===== src/hw/rtl/assert_macros.svh =====
// ----------------------------------------------------------------------------
// Assertion macros
// Shared forms for concurrent checks clocked on clk and held off in reset.
// ----------------------------------------------------------------------------
`ifndef ASSERT_MACROS_SVH
`define ASSERT_MACROS_SVH

// A property that must hold at every rising edge while out of reset.
`define PCS_ASSERT(label, prop, msg) \
    label: assert property (@(posedge clk) disable iff (!rst_n) (prop)) \
        else $error(msg);

// An implication from a trigger to a consequence, checked in the same cycle.
`define PCS_ASSERT_IMPL(label, trig, cons, msg) \
    `PCS_ASSERT(label, (trig) |-> (cons), msg)

`endif


===== src/hw/rtl/pcs_pkg.sv =====
// ----------------------------------------------------------------------------
// pcs_pkg
// Types, codes and widths shared by the pedestrian crossing sequencer.
// ----------------------------------------------------------------------------
`default_nettype none

package pcs_pkg;

    // Width of the elapsed tick counter and of the demo countdown.
    localparam int COUNT_WIDTH = 16;
    // Width of a configuration register.
    localparam int CFG_W = 16;
    // Width used for comparing a count against a register.
    localparam int CMP_W = (COUNT_WIDTH > CFG_W) ? COUNT_WIDTH : CFG_W;

    typedef logic [COUNT_WIDTH-1:0] cnt_t;
    typedef logic [CFG_W-1:0]       cfg_word_t;
    typedef logic [CMP_W-1:0]       cmp_t;

    // Configuration register indexes.
    typedef enum logic [1:0] {
        REG_DEMAND_WAIT = 2'd0,
        REG_WALK        = 2'd1,
        REG_CLEARANCE   = 2'd2,
        REG_DEMO_TICKS  = 2'd3
    } reg_idx_t;

    localparam cfg_word_t DEMAND_WAIT_RESET = 16'd5;
    localparam cfg_word_t WALK_RESET        = 16'd10;
    localparam cfg_word_t CLEARANCE_RESET   = 16'd5;
    localparam cfg_word_t DEMO_TICKS_RESET  = 16'd30;

    // Input operation codes.
    localparam logic OP_TICK  = 1'b0;
    localparam logic OP_PRESS = 1'b1;

    // Signal status codes that release the waiting phases.
    localparam logic [1:0] ROAD_STOPPED   = 2'd1;
    localparam logic [1:0] WALKER_STOPPED = 2'd1;

    typedef enum logic [2:0] {
        CMD_NONE        = 3'd0,
        CMD_STOP_ROAD   = 3'd1,
        CMD_GO_ROAD     = 3'd2,
        CMD_WALK        = 3'd3,
        CMD_STOP_WALKER = 3'd4
    } cmd_t;

    typedef enum logic [1:0] {
        SND_NONE   = 2'd0,
        SND_WAIT   = 2'd1,
        SND_CUCKOO = 2'd2
    } snd_t;

    typedef enum logic [2:0] {
        PH_IDLE        = 3'd0,
        PH_DEMAND_WAIT = 3'd1,
        PH_ROAD_STOP   = 3'd2,
        PH_WALK        = 3'd3,
        PH_WALK_CUCKOO = 3'd4,
        PH_WALKER_STOP = 3'd5,
        PH_CLEARANCE   = 3'd6
    } phase_t;

    typedef struct packed {
        cfg_word_t demand_wait;
        cfg_word_t walk;
        cfg_word_t clearance;
        cfg_word_t demo_ticks;
    } cfg_t;

    typedef struct packed {
        phase_t phase;
        cnt_t   elapsed;
        cnt_t   countdown;
        logic   lamp;
    } state_t;

    typedef struct packed {
        cmd_t   command;
        snd_t   sound;
        logic   lamp;
        phase_t phase;
    } result_t;

    // Brings a register value to the counter width.
    function automatic cnt_t cfg_to_cnt(input cfg_word_t v);
        cmp_t wide;
        wide = cmp_t'(v);
        return wide[COUNT_WIDTH-1:0];
    endfunction

    // True when a count has reached a register threshold.
    function automatic logic reached(input cnt_t cnt, input cfg_word_t thr);
        return cmp_t'(cnt) >= cmp_t'(thr);
    endfunction

endpackage

`default_nettype wire


===== src/hw/rtl/pcs_step.sv =====
// ----------------------------------------------------------------------------
// pcs_step
// Next-state and result logic for one tick or press of the sequencer.
// ----------------------------------------------------------------------------
`default_nettype none

module pcs_step
    import pcs_pkg::*;
(
    input  var state_t     cur,
    input  var cfg_t       cfg,
    input  wire            op,
    input  wire  [1:0]     road_status,
    input  wire  [1:0]     walker_status,
    output state_t         nxt,
    output result_t        res
);

    cnt_t elapsed_inc;
    cnt_t countdown_dec;
    cmd_t cmd;
    snd_t snd;

    assign elapsed_inc   = (cur.elapsed == '1) ? cur.elapsed : cur.elapsed + cnt_t'(1);
    assign countdown_dec = cur.countdown - cnt_t'(1);

    always_comb
    begin
        nxt = cur;
        cmd = CMD_NONE;
        snd = SND_NONE;
        if (op == OP_PRESS)
        begin
            if (cur.phase == PH_IDLE)
            begin
                nxt.lamp    = 1'b1;
                nxt.elapsed = '0;
                nxt.phase   = PH_DEMAND_WAIT;
                snd         = SND_WAIT;
            end
            else if (cur.phase == PH_DEMAND_WAIT)
            begin
                snd = SND_WAIT;
            end
        end
        else
        begin
            nxt.elapsed = elapsed_inc;
            case (cur.phase)
                PH_IDLE:
                begin
                    nxt.countdown = countdown_dec;
                    if (countdown_dec == '0)
                    begin
                        nxt.lamp    = 1'b1;
                        nxt.elapsed = '0;
                        nxt.phase   = PH_DEMAND_WAIT;
                        snd         = SND_WAIT;
                    end
                end
                PH_DEMAND_WAIT:
                begin
                    if (reached(elapsed_inc, cfg.demand_wait))
                    begin
                        cmd       = CMD_STOP_ROAD;
                        nxt.phase = PH_ROAD_STOP;
                    end
                end
                PH_ROAD_STOP:
                begin
                    if (road_status == ROAD_STOPPED)
                    begin
                        nxt.lamp    = 1'b0;
                        cmd         = CMD_WALK;
                        nxt.elapsed = '0;
                        nxt.phase   = PH_WALK;
                    end
                end
                PH_WALK:
                begin
                    if (reached(elapsed_inc, cfg.walk))
                    begin
                        cmd       = CMD_STOP_WALKER;
                        nxt.phase = PH_WALKER_STOP;
                    end
                    else
                    begin
                        nxt.phase = PH_WALK_CUCKOO;
                    end
                end
                PH_WALK_CUCKOO:
                begin
                    snd       = SND_CUCKOO;
                    nxt.phase = PH_WALK;
                end
                PH_WALKER_STOP:
                begin
                    if (walker_status == WALKER_STOPPED)
                    begin
                        nxt.elapsed = '0;
                        nxt.phase   = PH_CLEARANCE;
                    end
                end
                PH_CLEARANCE:
                begin
                    if (reached(elapsed_inc, cfg.clearance))
                    begin
                        cmd           = CMD_GO_ROAD;
                        nxt.countdown = cfg_to_cnt(cfg.demo_ticks);
                        nxt.phase     = PH_IDLE;
                    end
                end
                default:
                begin
                    nxt.phase = PH_IDLE;
                end
            endcase
        end
    end

    assign res = '{command: cmd, sound: snd, lamp: nxt.lamp, phase: nxt.phase};

endmodule

`default_nettype wire


===== src/hw/rtl/pedestrian_crossing_sequencer_unit.sv =====
// ----------------------------------------------------------------------------
// pedestrian_crossing_sequencer_unit
// Seven-phase pedestrian crossing sequencer driven by ticks and button presses.
// ----------------------------------------------------------------------------
//
//   Channel   Handshake              Word
//   -------   --------------------   ------------------------------------------
//   in        in_valid / in_stall    op, road_status, walker_status
//   out       out_valid / out_stall  command, sound_request, request_lamp, phase
//   cfg       cfg_valid / cfg_ready  cfg_index, cfg_data
//
// Each input word yields exactly one output word. The sequencer state is updated
// in the cycle a word is accepted, and the result is registered, so a word can
// be taken every cycle while in_stall is low.
// The output register is backed by a one-word skid register; in_stall rises
// only while that skid register is full, i.e. after two results are waiting.
// Reset (asynchronous, active low) returns to idle, loads the register defaults
// and preloads the demo countdown. Configuration writes are always ready.
// ----------------------------------------------------------------------------
`default_nettype none

`include "assert_macros.svh"

module pedestrian_crossing_sequencer_unit
    import pcs_pkg::*;
(
    input  wire        clk,
    input  wire        rst_n,

    input  wire        in_valid,
    output logic       in_stall,
    input  wire        op,
    input  wire  [1:0] road_status,
    input  wire  [1:0] walker_status,

    output logic       out_valid,
    input  wire        out_stall,
    output logic [2:0] command,
    output logic [1:0] sound_request,
    output logic       request_lamp,
    output logic [2:0] phase,

    input  wire        cfg_valid,
    output logic       cfg_ready,
    input  wire  [1:0] cfg_index,
    input  wire [15:0] cfg_data
);

    // Configuration registers.
    cfg_t cfg_reg;

    // Sequencer state.
    state_t state_reg;
    state_t state_next;

    // Output register and the skid register behind it.
    result_t out_reg;
    logic    out_valid_reg;
    result_t skid_reg;
    logic    skid_valid_reg;

    result_t step_res;
    logic    in_take;
    logic    out_take;

    assign cfg_ready = 1'b1;

    always_ff @(posedge clk or negedge rst_n)
    begin
        if (!rst_n)
        begin
            cfg_reg.demand_wait <= DEMAND_WAIT_RESET;
            cfg_reg.walk        <= WALK_RESET;
            cfg_reg.clearance   <= CLEARANCE_RESET;
            cfg_reg.demo_ticks  <= DEMO_TICKS_RESET;
        end
        else if (cfg_valid && cfg_ready)
        begin
            case (reg_idx_t'(cfg_index))
                REG_DEMAND_WAIT: cfg_reg.demand_wait <= cfg_data;
                REG_WALK:        cfg_reg.walk        <= cfg_data;
                REG_CLEARANCE:   cfg_reg.clearance   <= cfg_data;
                REG_DEMO_TICKS:  cfg_reg.demo_ticks  <= cfg_data;
                default:         cfg_reg             <= cfg_reg;
            endcase
        end
    end

    // The whole step is a short decision on the phase plus one increment and
    // one decrement, so it sits directly between the state and result registers.
    pcs_step u_step (
        .cur           (state_reg),
        .cfg           (cfg_reg),
        .op            (op),
        .road_status   (road_status),
        .walker_status (walker_status),
        .nxt           (state_next),
        .res           (step_res)
    );

    assign in_stall = skid_valid_reg;
    assign in_take  = in_valid && !in_stall;
    assign out_take = out_valid_reg && !out_stall;

    always_ff @(posedge clk or negedge rst_n)
    begin
        if (!rst_n)
        begin
            state_reg.phase     <= PH_IDLE;
            state_reg.elapsed   <= '0;
            state_reg.countdown <= cfg_to_cnt(DEMO_TICKS_RESET);
            state_reg.lamp      <= 1'b0;
        end
        else if (in_take)
        begin
            state_reg <= state_next;
        end
    end

    // Output side: a result goes to the output register when that register is
    // free or being emptied; otherwise it parks in the skid register. The skid
    // register drains into the output register as soon as the output is taken,
    // and no new word is accepted in that cycle because in_stall is high.
    always_ff @(posedge clk or negedge rst_n)
    begin
        if (!rst_n)
        begin
            out_valid_reg  <= 1'b0;
            skid_valid_reg <= 1'b0;
        end
        else
        begin
            if (skid_valid_reg)
            begin
                if (out_take)
                begin
                    skid_valid_reg <= 1'b0;
                end
            end
            else if (in_take)
            begin
                if (out_valid_reg && !out_take)
                begin
                    skid_valid_reg <= 1'b1;
                end
                else
                begin
                    out_valid_reg <= 1'b1;
                end
            end
            else if (out_take)
            begin
                out_valid_reg <= 1'b0;
            end
        end
    end

    always_ff @(posedge clk)
    begin
        if (skid_valid_reg)
        begin
            if (out_take)
            begin
                out_reg <= skid_reg;
            end
        end
        else if (in_take)
        begin
            if (out_valid_reg && !out_take)
            begin
                skid_reg <= step_res;
            end
            else
            begin
                out_reg <= step_res;
            end
        end
    end

    assign out_valid     = out_valid_reg;
    assign command       = out_reg.command;
    assign sound_request = out_reg.sound;
    assign request_lamp  = out_reg.lamp;
    assign phase         = out_reg.phase;

    // A parked result always sits behind a pending one.
    `PCS_ASSERT_IMPL(a_skid_behind_out, skid_valid_reg, out_valid_reg,
        "skid register holds a word while the output register is empty")
    // The skid register only fills while the output is held back.
    `PCS_ASSERT_IMPL(a_skid_fill, $rose(skid_valid_reg), $past(out_valid_reg && out_stall),
        "skid register filled without a stalled output")
    // A walk command always lands in the walking phase.
    `PCS_ASSERT_IMPL(a_walk_phase, out_valid_reg && (out_reg.command == CMD_WALK),
        out_reg.phase == PH_WALK, "walk command outside the walking phase")
    // The cuckoo sound is only heard on the way back into the walking phase.
    `PCS_ASSERT_IMPL(a_cuckoo_phase, out_valid_reg && (out_reg.sound == SND_CUCKOO),
        (out_reg.phase == PH_WALK) && (out_reg.command == CMD_NONE),
        "cuckoo sound outside the walking phase")

endmodule

`default_nettype wire

===== config.mk =====
export PLATFORM = sky130hd
export DESIGN_NAME = pedestrian_crossing_sequencer_unit
export DESIGN_NICKNAME = d
export VERILOG_FILES = /design/src/hw/rtl/pcs_pkg.sv /design/src/hw/rtl/pcs_step.sv /design/src/hw/rtl/pedestrian_crossing_sequencer_unit.sv
export VERILOG_INCLUDE_DIRS = /design/src /design/src/hw/rtl
export SDC_FILE = /design/constraint.sdc
export NUM_CORES = 1
export LEC_CHECK = 0
export BUFFER_PORTS_ARGS = -buffer_cell sky130_fd_sc_hd__buf_4
export CORE_ASPECT_RATIO = 0.8
export CORE_UTILIZATION = 55
export DETAILED_ROUTE_END_ITERATION = 10
export GPL_ROUTABILITY_DRIVEN = 0
export PLACE_DENSITY = 0.73
export SYNTH_ARGS = -nofsm -noshare
export SYNTH_HDL_FRONTEND = slang
export SYNTH_HIERARCHICAL = 1
export SYNTH_SLANG_ARGS = --single-unit

===== constraint.sdc =====
create_clock -name clk -period 9.1 [get_ports clk]
set_clock_uncertainty 0.15 [all_clocks]
set_input_delay 0.91 -clock clk [delete_from_list [all_inputs] [get_ports clk]]
set_output_delay 0.91 -clock clk [all_outputs]
set_load 0.03 [all_outputs]

Word-level counts from Yosys, hierarchy flattened
Index checks and enable logic that the tools add are counted.
W data, S select, Z words.
{ "word_totals": {"register_bits": 120, "latch_bits": 0, "mem_bits_rw": 0, "romBits": 0, "input_bits": 28, "output_inout_bits": 12, "elab_cells": 103, "n_memories": 0} }
{ "classes": {"n_addsub": 2, "n_mul": 0, "n_div": 0, "magnitude_cmp": 3, "n_eq_ne": 17, "n_shift": 0, "mux": 40, "bitwise": 2, "reduce_logical": 21} }
{ "ops": {"columns": ["op", "n"], "rows": [
  ["$mux W19", 5],
  ["$ge A16 B16 Y1", 3],
  ["$pmux W16 S3", 1],
  ["$mux W9", 4],
  ["$mux W16", 2],
  ["$pmux W16 S2", 1],
  ["$pmux W3 S7", 1],
  ["$add A16 B1 Y16 const B", 1],
  ["$eq A16 B16 Y1 const B", 1],
  ["$logic_not A16 Y1", 1],
  ["$sub A16 B1 Y16 const B", 1],
  ["$mux W1", 15],
  ["$mux W3", 4],
  ["$pmux W3 S4", 1],
  ["$reduce_and A2 Y1", 5],
  ["$eq A3 B3 Y1 const B", 3],
  ["$reduce_and A3 Y1", 3],
  ["$mux W2", 4],
  ["$eq A2 B1 Y1 const B", 3],
  ["$eq A3 B2 Y1 const B", 2],
  ["$ne A2 B1 Y1 const B", 3],
  ["$reduce_bool A2 Y1", 3],
  ["$eq A2 B2 Y1 const B", 2],
  ["$ne A2 B2 Y1 const B", 2],
  ["9 further kinds", 14]
]} }

Logic depth before layout (Yosys ltp)
{ "logic_depth": {"depth_word": 9, "depth_mapped": 17, "mapped_depth_nobuf": 16} }

Cells and area by module
Netlist, hierarchy kept.
{ "by_module_without_submodules": {"columns": ["module", "n_inst", "cells_per_inst", "area_each_um2", "seq_area_each_um2"], "rows": [
  ["pedestrian_crossing_sequencer_unit", 1, 254, 4523.1, 3110.5],
  ["pcs_step", 1, 471, 3026.7, 0.0]
]} }

Least setup slack after synthesis
Ideal clock, no wire load.
{ "synth_path": {"kind": "register -> register", "start": "register state_reg[28] in the netlist's numbering", "end": "register state_reg[15] in the netlist's numbering", "setup_time_ns": 0.125, "t_arrival_ns": 3.983, "required_ns": 8.825, "setup_slack_ns": 4.843, "stages_incl_launch_ff": 17, "path_buffers": 2, "period_less_slack_ns": 4.257, "path_cell_list": "dfrtp_1 > and3_1 > and3_1 > or3b_2 > clkbuf_1 > nand3_1 > or2_2 > xnor2_1 > ha_1 > a211oi_1 > o22ai_1 > a211oi_1 > o31a_1 > clkbuf_1 > nor2_1 > a221o_1 > mux2_2"} }
{ "synth_via": {"elab_chain_len": 5, "word_cells_on_any_way": 6, "classes_between": "1 x add/sub; 1 x order compare; 2 x eq/ne; 1 x mux; 1 x reduce/logical"} }
{ "synth_rtl": {"columns": ["element", "line", "source"], "rows": [
  ["from (decl)", "pedestrian_crossing_sequencer_unit.sv:53", "state_t state_reg;"],
  ["from (signal assigned)", "pedestrian_crossing_sequencer_unit.sv:116", "state_reg <= state_next;"],
  ["$add A16 B1 Y16 / $eq A16 B16 Y1 (equally long branches)", "pcs_step.sv:24", "assign elapsed_inc = (cur.elapsed == '1) ? cur.elapsed : cur.elapsed + cnt_t'(1);"],
  ["$mux W16 (*)", "pcs_step.sv:24", null],
  ["$ge A16 B16 Y1 (*)", "pcs_pkg.sv:95", "return cmp_t'(cnt) >= cmp_t'(thr);"],
  ["$ne A2 B1 Y1 (no source line) (*)", null, null],
  ["$reduce_and A4 Y1 (no source line) (*)", null, null]
]} }
Every way passes the cells marked *; elsewhere a longest branch is shown, timed or not.
A chain may end at the register's enable or synchronous reset.

==> impl_metrics.json <==
{
  "syn_area_mm2": 0.007550,
  "placeableCoreArea_mm2": 0.01310,
  "slowest_delay_ps": 1000,
  "ant_nets": 0,
  "grt_usage_pct": 28.11,
  "dp_cells": 902,
  "cp_max_fo": 10,
  "die-area_mm2": 0.01420,
  "r2r_start": "state_reg[25]$_DFFE_PN0P_",
  "fin_crit_ps": 4885,
  "antenna_found_initial": 0,
  "final.setup.tns_ps": 0,
  "wire_per_inst_um": 20.02,
  "largest_reg_flops": 64,
  "wl_um": 18700,
  "num_antenna_cells": 0,
  "drive_gt1_share_pct": 27.54,
  "crit_type": "flop to flop",
  "vdd_drop_max_uv": 196.4,
  "initial_core_util_pct": 57.63,
  "syn_inst": 725,
  "placement.io_buffers": 38,
  "finalHoldViolations": 0,
  "remaining_drc_errors": 0,
  "seq_area_mm2": 0.003110,
  "grt_pass1_vias": 5703,
  "cts_root_buf": "clkbuf_16",
  "clk_path_buf_depth": 2,
  "cts_sinks": 120,
  "fp.dieH_um": 106.8,
  "synth_edf_count": 18,
  "min_period_over_period_pct": 53.68,
  "path_buf_inv": 0,
  "slowest_stage": "o31ai_1",
  "die_w_um": 133.0,
  "overflow": 0,
  "cts-buffers-inserted": 17,
  "synth_top_area_share_pct": 29.17,
  "synth-seq-cells": 120,
  "fillers": 1006,
  "design_area_mm2": 0.008466,
  "p_leak_nw": 3.862,
  "yosysMostFrequentCell": "mux2_2",
  "synthTopCellsByCount": "109 x mux2_2, 88 x dfrtp_1, 56 x inv_1",
  "start_kind": "flop",
  "end_kind": "flop",
  "cts_setup_buffers": 0,
  "yosysTopAreaCell": "dfrtp_1",
  "critPathTopFamily": "simple AND/OR/NAND/NOR gates",
  "power_density_mw_per_mm2": 289.5,
  "crit_chain": "nand2_1, or2_2, or3b_2, nand4_1, nor2_1, xor2_1, ha_1, nand2_1, nor3_1, a211oi_1, o31ai_1, o21ai_0, nand2_1, o21ai_0, mux2_2",
  "viasPerCell": 6.275,
  "drt_first_pass_iters": 6,
  "dpl.hpwl_um": 13210,
  "tightest_slew_ps": 1206,
  "required_ps": 9120,
  "ys.flop_type": "dfrtp_1",
  "r2r_setup_slack_ps": 4220,
  "nets": 825,
  "ys_seq_area_share_pct": 41.20,
  "fin_cells": 934,
  "rows": 37,
  "grt_pass1_wl_um": 30280,
  "dpl_cell_area_mm2": 0.007861,
  "cts-resized-gates": 0,
  "drv_cap": 0,
  "hp-class": "input port to asynchronous set/reset pin",
  "area_growth_pct": 12.13,
  "hold_buffers": 0,
  "yosys_warnings": 6,
  "async_flop_share_pct": 85.00,
  "h-tree-depth": 4,
  "yosys-top-cells-area": "dfrtp_1 29%, mux2_2 16%, ha_1 8.5%",
  "maxSlewHeadroom_pct": 18.93,
  "clock_latency_ps": 420,
  "reg2reg_to": "phase[2]$_DFFE_PP_",
  "num_vias": 5861,
  "grt_start_max_net_pins": 81,
  "cp_common_cell": "nand2_1",
  "drt_iter0_drc": 627,
  "run_status": "complete, no violations",
  "yosysUniqueCellTypes": 71,
  "setup_violations": 0,
  "multi_input_area_mm2": 0.004021,
  "clk_pin_slew_ps": 60,
  "synth_nets": 804,
  "fmax_ghz": 0.2047,
  "worstPathArrival_ps": 4910,
  "rsz0062_at_grt": "false",
  "tritoncts": "built",
  "reg2reg_depth": 15,
  "report.final.slew_viol_count": 0,
  "io_pins": 40,
  "synth.avg_cell_area_um2": 10.41
}
-- layout by cell type, fill, tap and decap left out, drive strengths merged, types with 17 or more instances in the layout --
master	instances
nor2	43
dfrtp	88
nand2	38
ha	51
inv	57
edfxtp	18
clkbuf	17
a21oi	36
mux2	109
buf	40
o21ai	40
-- per-stage QoR --
step / power [W] / setup WS (ps) / hold WS [ps] / util (%)
floorplan: 0.001501 / 4843 / 321.1 / -
global placement: 0.001690 / 4465 / 337.3 / 60.00
detailed placement: 0.001736 / 4409 / 341.6 / 60.00
CTS: 0.002438 / 4349 / 229.3 / 64.62
global route: 0.002587 / 3952 / 240.3 / 64.62
finish: 0.002451 / 4215 / 232.5 / 64.62
-- per-layer routing --
layer | part of all wire, % | wire length (µm) | GRT usage [%]
met1 | 47 | 8713 | 40.22
met2 | 45 | 8366 | 42.67
met3 | 7.4 | 1379 | 6.099
met4 | 1.3 | 240 | 8.374
met5 | 0 | 0 | 0
-- report_power, final --
part	switching [W]	leakage (nW)	internal [W]
sequential	0.000163	1.40	0.000701
clock	0.000262	0.285	0.000431
combinational	0.000521	2.17	0.000374
-- kinds of logic (layout without fill, tap and decap cells) --
| group | Yosys count | after routing | synth area share [%] |
|---|---|---|---|
| simple gates | 172 | 172 | 12.25 |
| compound gates | 159 | 159 | 13.86 |
| flops | 120 | 120 | 41.20 |
| fa+ha+maj | 51 | 51 | 8.452 |
| buf+inv | 94 | 128 | 5.634 |
| other cells | 1 | 1 | 0.04967 |
| xor+xnor | 13 | 13 | 1.508 |
| mux | 115 | 115 | 17.05 |
-- area by class of cell --
class	instances	share of cell area, %
Sequential cell	120	36.74
Timing Repair Buffer	40	3.547
Multi-Input combinational cell	511	47.50
Inverter	56	2.483
Tap cell	175	2.586
Clock buffer	17	5.025
Clock inverter	15	2.114
-- worst reg2reg max path, stage by stage (launching register included) --
cell and delay (ps):
dfrtp_1 420, nand2_1 130, or2_2 350, or3b_2 580, nand4_1 210, nor2_1 80, xor2_1 390, ha_1 220
nand2_1 60, nor3_1 170, a211oi_1 120, o31ai_1 1000, o21ai_0 170, nand2_1 120, o21ai_0 160, mux2_2 300
-- worst max-delay path by stage --
| stage | startpoint | slack, ps | cells past startpoint | endpoint |
|---|---|---|---|---|
| final | state_reg[25]$_DFFE_PN0P_ | 4220 | 15 | phase[2]$_DFFE_PP_ |
| after CTS | state_reg[23]$_DFFE_PN0P_ | 4350 | 15 | phase[2]$_DFFE_PP_ |
| after global placement | state_reg[25]$_DFFE_PN0P_ | 4460 | 14 | phase[0]$_DFFE_PP_ |
| after global routing | state_reg[28]$_DFFE_PN0P_ | 3950 | 15 | phase[2]$_DFFE_PP_ |
| after floorplan | state_reg[28]$_DFFE_PN0P_ | 4840 | 16 | state_reg[15]$_DFFE_PN0P_ |
| after detailed placement | state_reg[23]$_DFFE_PN0P_ | 4410 | 15 | phase[0]$_DFFE_PP_ |
Note: power is estimated with default switching activity, not from simulation.
